**src/design/u2hk_pkg.sv**
```systemverilog
package u2hk_pkg;

    localparam logic [1:0] FUNC_TEXT   = 2'd0;
    localparam logic [1:0] FUNC_DIRECT = 2'd1;
    localparam logic [1:0] FUNC_DEAD   = 2'd2;

    localparam logic [1:0] ACT_PRESS   = 2'd0;
    localparam logic [1:0] ACT_RELEASE = 2'd1;
    localparam logic [1:0] ACT_TAP     = 2'd2;

    localparam logic [7:0] KEY_LSHIFT = 8'h81;
    localparam logic [7:0] KEY_LALT   = 8'h82;
    localparam logic [7:0] KEY_RALT   = 8'h86;
    localparam logic [7:0] TAP_OFFSET = 8'd136;

    localparam logic [15:0] FLAG_ALT = 16'h0400;

    localparam logic [2:0] REG_DIRECT_USED = 3'd0;
    localparam logic [2:0] REG_DEAD_USED   = 3'd1;

    typedef enum logic [2:0] {
        PH_IDLE, PH_2OF2, PH_2OF3, PH_3OF3, PH_2OF4, PH_3OF4, PH_4OF4
    } t_phase;

    // key emitter request: tap keycode with its modifier presses around it
    typedef struct packed {
        logic        start;
        logic [15:0] kc;
        logic        final_one;
    } t_tap_req;

    typedef struct packed {
        logic busy;
    } t_tap_stat;

    typedef enum logic [1:0] {
        TP_PRE, TP_TAP, TP_POST
    } t_tap_state;

    typedef enum logic [4:0] {
        S_IDLE, S_D_RD, S_D_CHK, S_K_RD, S_K_CHK, S_B_RD, S_B_CHK,
        S_TAP_DEAD, S_WAIT_DEAD, S_TAP_BASE, S_WAIT_BASE,
        S_TAP_DIRECT, S_WAIT_DIRECT,
        S_ALT_PRESS, S_H_RD, S_H_CHK, S_H_TAP, S_H_WAIT, S_ALT_REL
    } t_seq_state;

    function automatic logic [7:0] hex_char(input logic [3:0] d);
        hex_char = (d < 4'd10) ? (8'h30 + {4'd0, d}) : (8'h57 + {4'd0, d});
    endfunction

endpackage

```
**src/design/u2hk_tap.sv**
```systemverilog
module u2hk_tap (
    input  logic                 i_clk,
    input  logic                 i_rst_n,
    input  u2hk_pkg::t_tap_req   i_req,
    output u2hk_pkg::t_tap_stat  o_stat,
    output logic                 o_valid,
    input  logic                 i_ready,
    output logic [1:0]           o_action,
    output logic [7:0]           o_key,
    output logic                 o_last
);
    import u2hk_pkg::*;

    t_tap_state  r_state, n_state;
    logic        r_busy, n_busy;
    logic [1:0]  r_mod, n_mod;
    logic [15:0] r_kc;
    logic        r_final;

    logic        w_has;
    logic [7:0]  w_mkey;
    logic        w_any_post;

    always_comb begin
        unique case (r_mod)
            2'd0:    begin w_has = r_kc[8];  w_mkey = KEY_LSHIFT; end
            2'd1:    begin w_has = r_kc[9];  w_mkey = KEY_RALT;   end
            default: begin w_has = r_kc[10]; w_mkey = KEY_LALT;   end
        endcase
    end

    // is any modifier left above r_mod (used to mark the last release)
    always_comb begin
        unique case (r_mod)
            2'd0:    w_any_post = |r_kc[10:9];
            2'd1:    w_any_post = r_kc[10];
            default: w_any_post = 1'b0;
        endcase
    end

    always_ff @(posedge i_clk) begin
        if (!i_rst_n) begin
            r_state <= TP_PRE;
            r_busy  <= 1'b0;
            r_mod   <= 2'd0;
        end else begin
            r_state <= n_state;
            r_busy  <= n_busy;
            r_mod   <= n_mod;
        end
        if (i_req.start) begin
            r_kc    <= i_req.kc;
            r_final <= i_req.final_one;
        end
    end

    always_comb begin
        n_state  = r_state;
        n_busy   = r_busy;
        n_mod    = r_mod;
        o_valid  = 1'b0;
        o_action = ACT_TAP;
        o_key    = w_mkey;
        o_last   = 1'b0;
        if (i_req.start) begin
            n_busy  = 1'b1;
            n_state = TP_PRE;
            n_mod   = 2'd0;
        end else if (r_busy) begin
            unique case (r_state)
                TP_PRE: begin
                    if (!w_has || r_mod == 2'd3) begin
                        if (r_mod == 2'd2 || r_mod == 2'd3) begin
                            n_state = TP_TAP;
                        end else begin
                            n_mod = r_mod + 2'd1;
                        end
                    end else begin
                        o_valid  = 1'b1;
                        o_action = ACT_PRESS;
                        if (i_ready) begin
                            if (r_mod == 2'd2) n_state = TP_TAP;
                            else n_mod = r_mod + 2'd1;
                        end
                    end
                end
                TP_TAP: begin
                    o_valid  = 1'b1;
                    o_action = ACT_TAP;
                    o_key    = r_kc[7:0] + TAP_OFFSET;
                    o_last   = r_final && !(|r_kc[10:8]);
                    if (i_ready) begin
                        n_state = TP_POST;
                        n_mod   = 2'd0;
                    end
                end
                default: begin
                    if (!w_has || r_mod == 2'd3) begin
                        if (r_mod == 2'd2 || r_mod == 2'd3) n_busy = 1'b0;
                        else n_mod = r_mod + 2'd1;
                    end else begin
                        o_valid  = 1'b1;
                        o_action = ACT_RELEASE;
                        o_last   = r_final && !w_any_post;
                        if (i_ready) begin
                            if (r_mod == 2'd2) n_busy = 1'b0;
                            else n_mod = r_mod + 2'd1;
                        end
                    end
                end
            endcase
        end
    end

    assign o_stat.busy = r_busy;
endmodule

```
**config.mk**
```make
export PLATFORM = sky130hd
export DESIGN_NAME = u2hk_tap
export DESIGN_NICKNAME = d
export VERILOG_FILES = /design/src/design/u2hk_pkg.sv /design/src/design/u2hk_tap.sv
export SDC_FILE = /design/constraint.sdc
export NUM_CORES = 1
export LEC_CHECK = 0
export BUFFER_PORTS_ARGS = -buffer_cell sky130_fd_sc_hd__buf_2
export CAP_MARGIN = 20
export CORE_MARGIN = 1.5
export CORE_UTILIZATION = 42
export CTS_CLUSTER_SIZE = 8
export DETAILED_ROUTE_END_ITERATION = 12
export GPL_TIMING_DRIVEN = 0
export PLACE_DENSITY = 0.84
export SYNTH_ARGS = -nofsm -noshare
export SYNTH_HDL_FRONTEND = slang
export SYNTH_SLANG_ARGS = --single-unit
```
**constraint.sdc**
```tcl
create_clock -name i_clk -period 2 [get_ports i_clk]
set_clock_uncertainty 0.1 [all_clocks]
set_input_delay 0.3 -clock i_clk [delete_from_list [all_inputs] [get_ports i_clk]]
set_output_delay 0.3 -clock i_clk [all_outputs]
set_load 0.1 [all_outputs]
```
* After elaboration in Yosys (flattened, before gate mapping)
Cells that the tools add are included.
** Storage, ports and cells
- Register bits :: 17
- Bits of input ports :: 21
- Latch bits :: 0
- Bits in writable memories :: 0
- Output and inout port bits :: 13
- Memories kept :: 0
- Memory bits (read-only) :: 0
- Logic and storage cells :: 73
** Operators by class
- $mul :: 0
- Divide/modulo/power cells :: 0
- Mux-type cells :: 38
- Bitwise gates (word level) :: 1
- Order comparisons :: 0
- Reduce and logical (&&, ||, !) cells :: 17
- Shift-type cells :: 0
- Add/sub/neg operators :: 2
- Equal/unequal tests :: 10
** Operators by type and width (number)
- $mux W2 :: 15
- $mux W8 :: 3
- $mux W1 :: 14
- $ne A3 B3 Y1 const B :: 3
- $add A8 B8 Y8 const B :: 1
- $pmux W2 S2 :: 2
- $ne A3 B2 Y1 const B :: 2
- $pmux W1 S2 :: 3
- $pmux W3 S2 :: 1
- $reduce_and A6 Y1 :: 1
- $reduce_or A2 Y1 :: 3
- $reduce_and A5 Y1 :: 1
- $eq A2 B1 Y1 const B :: 2
- $eq A2 B2 Y1 const B :: 2
- $logic_not A2 Y1 :: 2
- $reduce_bool A2 Y1 :: 2
- $logic_not A1 Y1 :: 3
- $reduce_or A3 Y1 :: 1
- $add A2 B1 Y2 const B :: 1
- $logic_and A1 B1 Y1 :: 2
- $logic_or A1 B1 Y1 :: 2
- $ne A2 B2 Y1 const B :: 1
- $not A1 Y1 :: 1

* Depth between registers and ports, before layout
Gate-level depths: netlist of run 1.
- Depth after elaboration :: 8
- Gate-level depth with buffers :: 6
- Gate-level depth less buffers :: 6

* Worst setup path after synthesis of run 1
No wires, ideal clock.
- Path kind :: register to output
- From :: reg r_busy, in the netlist o_stat
- To :: out o_key[1]
- Data required time :: 1.600 ns
- Stages on the path, launching flop included :: 4
- Data arrival time :: 3.096 ns
- Setup slack :: -1.496 ns
- Buffers on the path :: 0
- Cells stage by stage :: dfxtp_1 nor2b_1 nand2_1 a21oi_1
** Between the ends
- Longest elaborated chain between the ends :: 2
** Ends and longest elaborated chain
- from (decl) :: line u2hk_tap.sv:15 : logic r_busy, n_busy;
- from (signal assigned) :: line u2hk_tap.sv:48 : r_busy <= n_busy;
- $mux W8 :: line u2hk_tap.sv:69 : end else if (r_busy) begin
- $mux W8 :: line u2hk_tap.sv:65 : if (i_req.start) begin
- to (decl) :: line u2hk_tap.sv:9 : output logic [7:0] o_key,
Every way passes these cells.

* Worst setup path in the final report of run 1
- From :: reg r_mod[0]
- To :: out o_action[1]
** Between the ends
- Longest elaborated chain between the ends :: 8
- Elaborated cells on any way between the ends :: 11
- Those cells by class :: eq/ne (2); mux (6); reduce/logical (3)
** Ends and longest elaborated chain
- from (decl) :: line u2hk_tap.sv:16 : logic [1:0] r_mod, n_mod;
- from (signal assigned) :: line u2hk_tap.sv:49 : r_mod <= n_mod;
- $eq A2 B1 Y1 or $logic_not A2 Y1 (tied branches) :: line u2hk_tap.sv:25 : unique case (r_mod)
- $pmux W1 S2 :: line u2hk_tap.sv:25
- $logic_not A1 Y1 :: line u2hk_tap.sv:72, u2hk_tap.sv:98
- $logic_or A1 B1 Y1 (*) :: line u2hk_tap.sv:72, u2hk_tap.sv:98
- $mux W2, on equally long branches :: line u2hk_tap.sv:98, u2hk_tap.sv:72
- $pmux W2 S2 (*) :: line u2hk_tap.sv:70 : unique case (r_state)
- $mux W2 (*) :: line u2hk_tap.sv:69
- $mux W2 (*) :: line u2hk_tap.sv:65
- to (decl) :: line u2hk_tap.sv:8 : output logic [1:0] o_action,
Every way passes the cells marked *; elsewhere a longest branch is shown, timed or not.

==> results.py, run 1 <==
metrics = {
    "run_status": {
        "status": "complete, but fails checks",
        "violations": "negative setup slack",
    },
    "grt": {
        "grtUsageMet3_pct": 2.761,
        "overflow": 0,
        "busiest_layer": "met2",
        "antenna_found_initial": 0,
        "grt_use_total_pct": 19.67,
        "grt_max_degree": 18,
        "grtUsageMet1_pct": 22.02,
        "use_met2_pct": 35.39,
        "grt_pass1_vias": 806,
        "grt_pass1_wl_mm": 3.567,
    },
    "timing": {
        "rsz0062_at_grt": "yes",
        "worst_slack_ns": -0.3146,
        "max_slew_margin_pct": 67.91,
        "hold_violations": 0,
        "finalMaxSlewViolations": 0,
        "setup_viol": 7,
        "worst_slew_pin_slew_ns": 0.4846,
        "period_share_pct": 115.7,
        "fin_crit_ns": 2.315,
        "timing.fmax_mhz": 432.0,
    },
    "detailed_routing": {
        "firstDrtPassIters": 4,
        "drt_wl_total_mm": 1.995,
        "vias": 765,
        "ant_nets": 0,
        "wire_per_inst_um": 13.48,
        "drt_first_iter_violations": 15,
        "drcViolationCount": 0,
        "post_drt_via_cell_ratio": 5.169,
    },
    "placement": {
        "place_ws_ns": -0.1969,
        "dp_hpwl_mm": 1.398,
        "placed_cells": 137,
        "placed_area_um2": 1175,
        "portBuffers": 28,
        "place.gp.congestion": 0.8037,
    },
    "power_and_ir_drop": {
        "internal-power_mw": 0.5335,
        "p_total_mw": 0.7625,
        "power_density_nw_per_um2": 558.1,
        "comb_power_share_pct": 20.5,
        "leakagePower_nw": 0.5336,
        "power.switching_mw": 0.2290,
        "power_frac_seq_pct": 54.8,
        "switching_share_pct": 30.03,
        "vdd_drop_max_v": 0.0004885,
        "power_frac_clock_pct": 24.7,
    },
    "finish": {
        "antenna-diode-count": 0,
        "multi_input_area_um2": 534.3,
        "fin_nets": 150,
        "fillers": 142,
        "area_growth_pct": 54.46,
        "utilization_pct": 68.94,
        "instances_no_fill": 148,
        "drive_above_1_share_pct": 55.37,
        "register_area_um2": 471.7,
        "fin_area_um2": 1366,
    },
    "min_path": {
        "hold_depth": 1,
        "hold_path.class": "in -> reg",
    },
    "yosys": {
        "yosys_warnings": 0,
        "netlist_instances": 82,
        "syn_avg_cell_area_um2": 10.79,
        "synth_top_area_cell": "edfxtp_1",
        "synth_common_cells": "edfxtp_1 (12), nand2_1 (11), ha_1 (7)",
        "syn-num-nets": 110,
        "synth_ff_type": "edfxtp_1",
        "ys_top_cells_by_area": "edfxtp_1 (41%), dfxtp_1 (11%), ha_1 (9.9%)",
        "syn-cell-area_um2": 884.6,
        "synth_edf_count": 12,
        "synth_cell_types": 29,
        "ys_seq_area_share_pct": 52.05,
        "synthArstFlopShare_pct": 0,
        "synth_top_area_share_pct": 40.74,
        "yosysMostFrequentCell": "edfxtp_1",
        "ys_seq_elements": 17,
    },
    "die": {
        "die-area_um2": 2391,
        "dieHeight_um": 48.90,
        "coreArea_um2": 1982,
        "start_util_pct": 44.63,
        "ioPinCount": 34,
        "die_x_um": 48.90,
        "fp-row-count": 16,
    },
    "clock_network": {
        "clkLatencyLatePin_ns": 0.30,
        "clk_pin_slew_ns": 0.11,
        "cts_max_level": 1,
        "postCtsHoldBufs": 0,
        "cts_buffers": 3,
        "cts_tree": "built",
        "cts.sink_count": 17,
        "cts.path.max_buffers": 2,
        "ctsRootBufferMaster": "clkbuf_4",
    },
    "flow_run": {
        "maxCapViolations": 0,
    },
    "critical_path": {
        "required_ns": 1.60,
        "ff2ff_path_depth": 6,
        "cp.arrival_ns": 1.91,
        "startpoint_type": "flop",
        "cp-end-kind": "output port",
        "cp_max_fo": 4,
        "critical_path_class": "reg -> out",
    },
}
[flip-flops by register name, summed over array words and instances, names as in the netlist]
register  cells
r_kc         11
o_stat        1
r_mod         2
r_final       1
r_state       2
[what timing repair did]
| action | 4_1_cts | 5_1_grt |
|---|---|---|
| resized for setup | 32 | 1 |
| pin swaps | 0 | 3 |
| endpoints found under the setup margin | 12 | 10 |
| setup buffers | 5 | 2 |
[cells in the final DEF (no fill, tap or decap), drive strengths merged, types with 2 or more instances in the layout]
| cell type | Yosys | routed |
|---|---|---|
| a21oi | 4 | 4 |
| and3 | 2 | 2 |
| buf | 0 | 35 |
| clkbuf | 0 | 3 |
| dfxtp | 5 | 5 |
| edfxtp | 12 | 12 |
| ha | 7 | 7 |
| inv | 3 | 3 |
| mux2i | 2 | 2 |
| nand2 | 11 | 11 |
| nand2b | 2 | 2 |
| nand3 | 7 | 7 |
| nor2 | 6 | 6 |
| nor2b | 3 | 3 |
| o21ai | 3 | 3 |
| xnor2 | 2 | 2 |
[power by group through the flow]
stage / registers, mW / clock network, mW / logic [mW]
final: 0.418 / 0.188 / 0.157
after global placement: 0.424 / 0 / 0.131
after detailed placement: 0.426 / 0 / 0.135
after floorplan: 0.432 / 0 / 0.0897
after global routing: 0.420 / 0.204 / 0.167
after CTS: 0.417 / 0.188 / 0.153
[area by class of cell]
class	instances	share of cell area (%)
Timing Repair Buffer	35	20.70
Clock buffer	3	1.648
Sequential cell	17	34.52
Clock inverter	1	0.3663
Multi-Input combinational cell	62	39.10
Tap cell	27	2.473
Inverter	3	1.190
[path summary, 6_finish.rpt]
path | start | end | slack (ns)
setup / recovery | r_mod[0] | o_action[1] | -0.31
setup reg to reg | r_mod[0] | r_state[0] | 0.15
hold reg to reg | o_stat | r_state[0] | 0.45
hold / removal | i_req[10] | r_kc[9] | 0.06
[metal layers]
metal  up-vias  routed length [um]
met5         -                   0
met4         0                  36
met3         6                  79
met2        32                1085
met1       352                 793
li1        375                   -
[cells by family (layout without fill, tap and decap cells)]
kind of cell | count (synthesis) | after routing | share of synthesized area, %
adder cells (fa/ha/maj) | 7 | 7 | 9.901
XOR/XNOR | 3 | 3 | 2.971
AO/OA/AOI/OAI | 13 | 13 | 10.19
multiplexers | 2 | 2 | 2.263
AND/OR/NAND/NOR | 37 | 37 | 21.36
buffers and inverters | 3 | 42 | 1.273
flip-flops | 17 | 17 | 52.05
[through the flow]
stage / hold slack (ns) / setup TNS [ns]
finish: 0.06358 / -1.299
global route: 0.05710 / -2.222
global placement: 0.3762 / -0.5470
detailed placement: 0.3796 / -0.8602
floorplan: 0.2989 / -0.2490
CTS: 0.06496 / -1.174
[worst max-delay path: stages, from the launching register on]
cell and delay [ns]:
dfxtp_4 0.40, inv_4 0.05, ha_4 0.17, or3b_4 0.39, a21oi_4 0.20, buf_4 0.14, nand3_2 0.07, buf_8 0.19
Power figures use the tool's default switching activity.
==> inputs of run 2 (changes only) <==
--- a/config.mk
+++ b/config.mk
@@ -5,10 +5,11 @@
 export SDC_FILE = /design/constraint.sdc
 export NUM_CORES = 1
 export LEC_CHECK = 0
+export ABC_AREA = 1
 export BUFFER_PORTS_ARGS = -buffer_cell sky130_fd_sc_hd__buf_2
 export CAP_MARGIN = 20
 export CORE_MARGIN = 1.5
-export CORE_UTILIZATION = 42
+export CORE_UTILIZATION = 43
 export CTS_CLUSTER_SIZE = 8
 export DETAILED_ROUTE_END_ITERATION = 12
 export GPL_TIMING_DRIVEN = 0
==> run 2 against run 1 <==
The run still ends with negative setup slack left. Sequential power is essentially flat. Non-clock buffer count rose by 5. First-iteration DRC count is 20% lower. Critical path type unchanged. Synthesized cell count is 30% higher. Core utilization increased by 8.2 points. Cell area grew 14%. Sequential cell count is the same. Register-to-register slack better by 0.27 ns. Setup slack improved by 0.18 ns. Die area grew 4.3%.
==> results.py, run 2 <==
metrics = {
    "yosys": {
        "synth_top_area_cell": "edfxtp_1",
        "syn_avg_cell_area_um2": 8.852,
        "syn-num-nets": 135,
        "synth_common_cells": "nand2_1 (23), inv_1 (15), edfxtp_1 (12)",
        "netlist_instances": 107,
        "ys_top_cells_by_area": "edfxtp_1 (38%), dfxtp_1 (11%), ha_1 (9.2%)",
        "yosysMostFrequentCell": "nand2_1",
        "yosys_warnings": 0,
        "synth_edf_count": 12,
        "syn-cell-area_um2": 947.2,
        "ys_seq_area_share_pct": 48.61,
        "synthArstFlopShare_pct": 0,
        "synth_ff_type": "edfxtp_1",
        "synth_top_area_share_pct": 38.04,
        "synth_cell_types": 21,
        "ys_seq_elements": 17,
    },
    "finish": {
        "utilization_pct": 77.10,
        "largest_reg_flops": 11,
        "mostFrequentLayoutCell": "nand2_1",
        "layout_common_cells": "nand2_1 (18), buf_2 (16), edfxtp_1 (12)",
        "drive_above_1_share_pct": 57.62,
        "fin_area_um2": 1559,
        "fillers": 124,
        "top_register": "r_kc",
        "multi_input_area_um2": 559.3,
        "register_area_um2": 470.5,
        "fin_nets": 180,
        "top_regs": "r_kc (11), r_mod (2), r_state (2)",
        "area_growth_pct": 64.60,
        "instances_no_fill": 178,
        "antenna-diode-count": 0,
    },
    "detailed_routing": {
        "post_drt_via_cell_ratio": 4.882,
        "wl_met3_um": 108,
        "top_layer": "met4",
        "wl_met1_um": 947,
        "wire_per_inst_um": 14.25,
        "wl_met2_mm": 1.422,
        "drt_first_iter_violations": 12,
        "vias": 869,
        "firstDrtPassIters": 5,
        "drt_wl_total_mm": 2.536,
        "drcViolationCount": 0,
        "ant_nets": 0,
    },
    "grt": {
        "overflow": 0,
        "grt_pass1_wl_mm": 3.298,
        "antenna_found_initial": 0,
        "grt_max_degree": 16,
        "grt_pass1_vias": 746,
        "grt_use_total_pct": 17.67,
    },
    "timing": {
        "worst_slew_pin_slew_ns": 0.4852,
        "period_share_pct": 106.9,
        "worst_slack_ns": -0.1384,
        "max_slew_margin_pct": 67.87,
        "rsz0062_at_grt": "yes",
        "timing.fmax_mhz": 467.6,
        "setup_viol": 4,
        "fin_crit_ns": 2.138,
        "finalMaxSlewViolations": 0,
        "hold_violations": 0,
        "hold-worst-slack_ns": 0.06963,
    },
    "critical_path": {
        "startpoint_type": "flop",
        "critical_path_class": "reg -> out",
        "critPathMostFrequentCell": "nand2_4",
        "cp-end-kind": "output port",
        "required_ns": 1.60,
        "path_cells": "inv_4 > ha_4 > nor2_2 > nand2_1 > nand2_2 > nand2_4 > nor2_4 > nand2_4 > a21oi_4 > buf_12",
        "cp_slowest_cell": "dfxtp_2",
        "cp.arrival_ns": 1.74,
        "cp_slowest_stage_delay_ns": 0.37,
        "cp_max_fo": 4,
    },
    "die": {
        "start_util_pct": 46.84,
        "fp-row-count": 16,
        "die_x_um": 49.93,
        "dieHeight_um": 49.93,
        "coreArea_um2": 2022,
        "die-area_um2": 2493,
        "ioPinCount": 34,
    },
    "flow_run": {
        "maxCapViolations": 0,
    },
    "clock_network": {
        "cts.sink_count": 17,
        "cts_tree": "built",
        "ctsRootBufferMaster": "clkbuf_4",
        "cts_max_level": 1,
        "cts.path.max_buffers": 2,
        "postCtsHoldBufs": 0,
        "cts_buffers": 3,
        "clkLatencyLatePin_ns": 0.29,
        "clk_pin_slew_ns": 0.11,
    },
    "placement": {
        "placed_area_um2": 1230,
        "place_ws_ns": -0.1576,
        "portBuffers": 28,
        "dp_hpwl_mm": 1.485,
        "place.gp.congestion": 0.7684,
        "placed_cells": 162,
    },
    "power_and_ir_drop": {
        "power_density_nw_per_um2": 512.1,
        "vdd_drop_max_v": 0.0004276,
        "leakagePower_nw": 0.6531,
    },
    "run_status": {
        "violations": "negative setup slack",
        "status": "complete, but fails checks",
    },
    "min_path": {
        "hold_path.class": "in -> reg",
    },
}
-- run 2: cell count changes in the layout (fill, tap and decap cells not counted), sizes merged, moves of 3 or more --
cell,change
nor2b,-3
nand2,+15
inv,+16
o21ai,+4
buf,+5
nor2,+8
-- run 2: worst max-delay path, delay by kind of cell, from the launching register on --
family	cells	cell delay (ns)
AO/OA/AOI/OAI	1	0.15
adder cells (fa/ha/maj)	1	0.16
buffers and inverters	2	0.25
flip-flops	1	0.37
AND/OR/NAND/NOR	6	0.51
-- run 2: power breakdown --
part	internal (mW)	total, mW	switching (mW)	leakage (nW)
logic	0.0694	0.185	0.115	0.479
clock network	0.0760	0.197	0.121	0.0139
registers	0.400	0.417	0.0166	0.160
total	0.546	0.798	0.252	0.653
-- run 2: worst paths after layout --
path,end,depth (start not counted),slack [ns],start
hold / removal,r_kc[7],1,0.07,i_req[8]
setup reg to reg,r_mod[0],13,0.42,r_mod[0]
hold reg to reg,r_state[0],2,0.40,r_state[0]
setup / recovery,o_last,10,-0.14,r_mod[1]
-- run 2: cell type report --
class / instances / area share [%]
multi-input combinational: 71 / 35.87
inverter: 19 / 5.377
clock buffer: 3 / 1.445
sequential: 17 / 30.18
timing repair buffer: 40 / 24.48
clock inverter: 1 / 0.4815
tap: 27 / 2.167
-- run 2: metal layers --
layer  global-route usage (%)  vias up
li1                         -      434
met1                    20.27      390
met2                    33.11       39
met3                    2.727        6
met4                    5.556        0
met5                        0        -
-- run 2: logic make-up (layout without fill, tap and decap cells) --
group / after synthesis / in the layout / synth area share [%]
AO/OA/AOI/OAI: 14 / 14 / 8.059
flip-flops: 17 / 17 / 48.61
AND/OR/NAND/NOR: 49 / 49 / 25.36
buffers and inverters: 19 / 63 / 7.794
adder cells (fa/ha/maj): 7 / 7 / 9.247
XOR/XNOR: 1 / 1 / 0.9249
-- run 2: repair_timing --
action,4_1_cts,5_1_grt
endpoints found under the setup margin,12,12
setup buffers,5,7
pin swaps,6,5
resized for setup,26,29
-- run 2: metrics by stage --
step / total power [mW] / setup TNS, ns
floorplan: 0.5237 / -0.2639
global placement: 0.5564 / -0.5395
detailed placement: 0.5621 / -1.124
CTS: 0.7665 / -0.2289
global route: 0.8311 / -0.6853
finish: 0.7983 / -0.2946
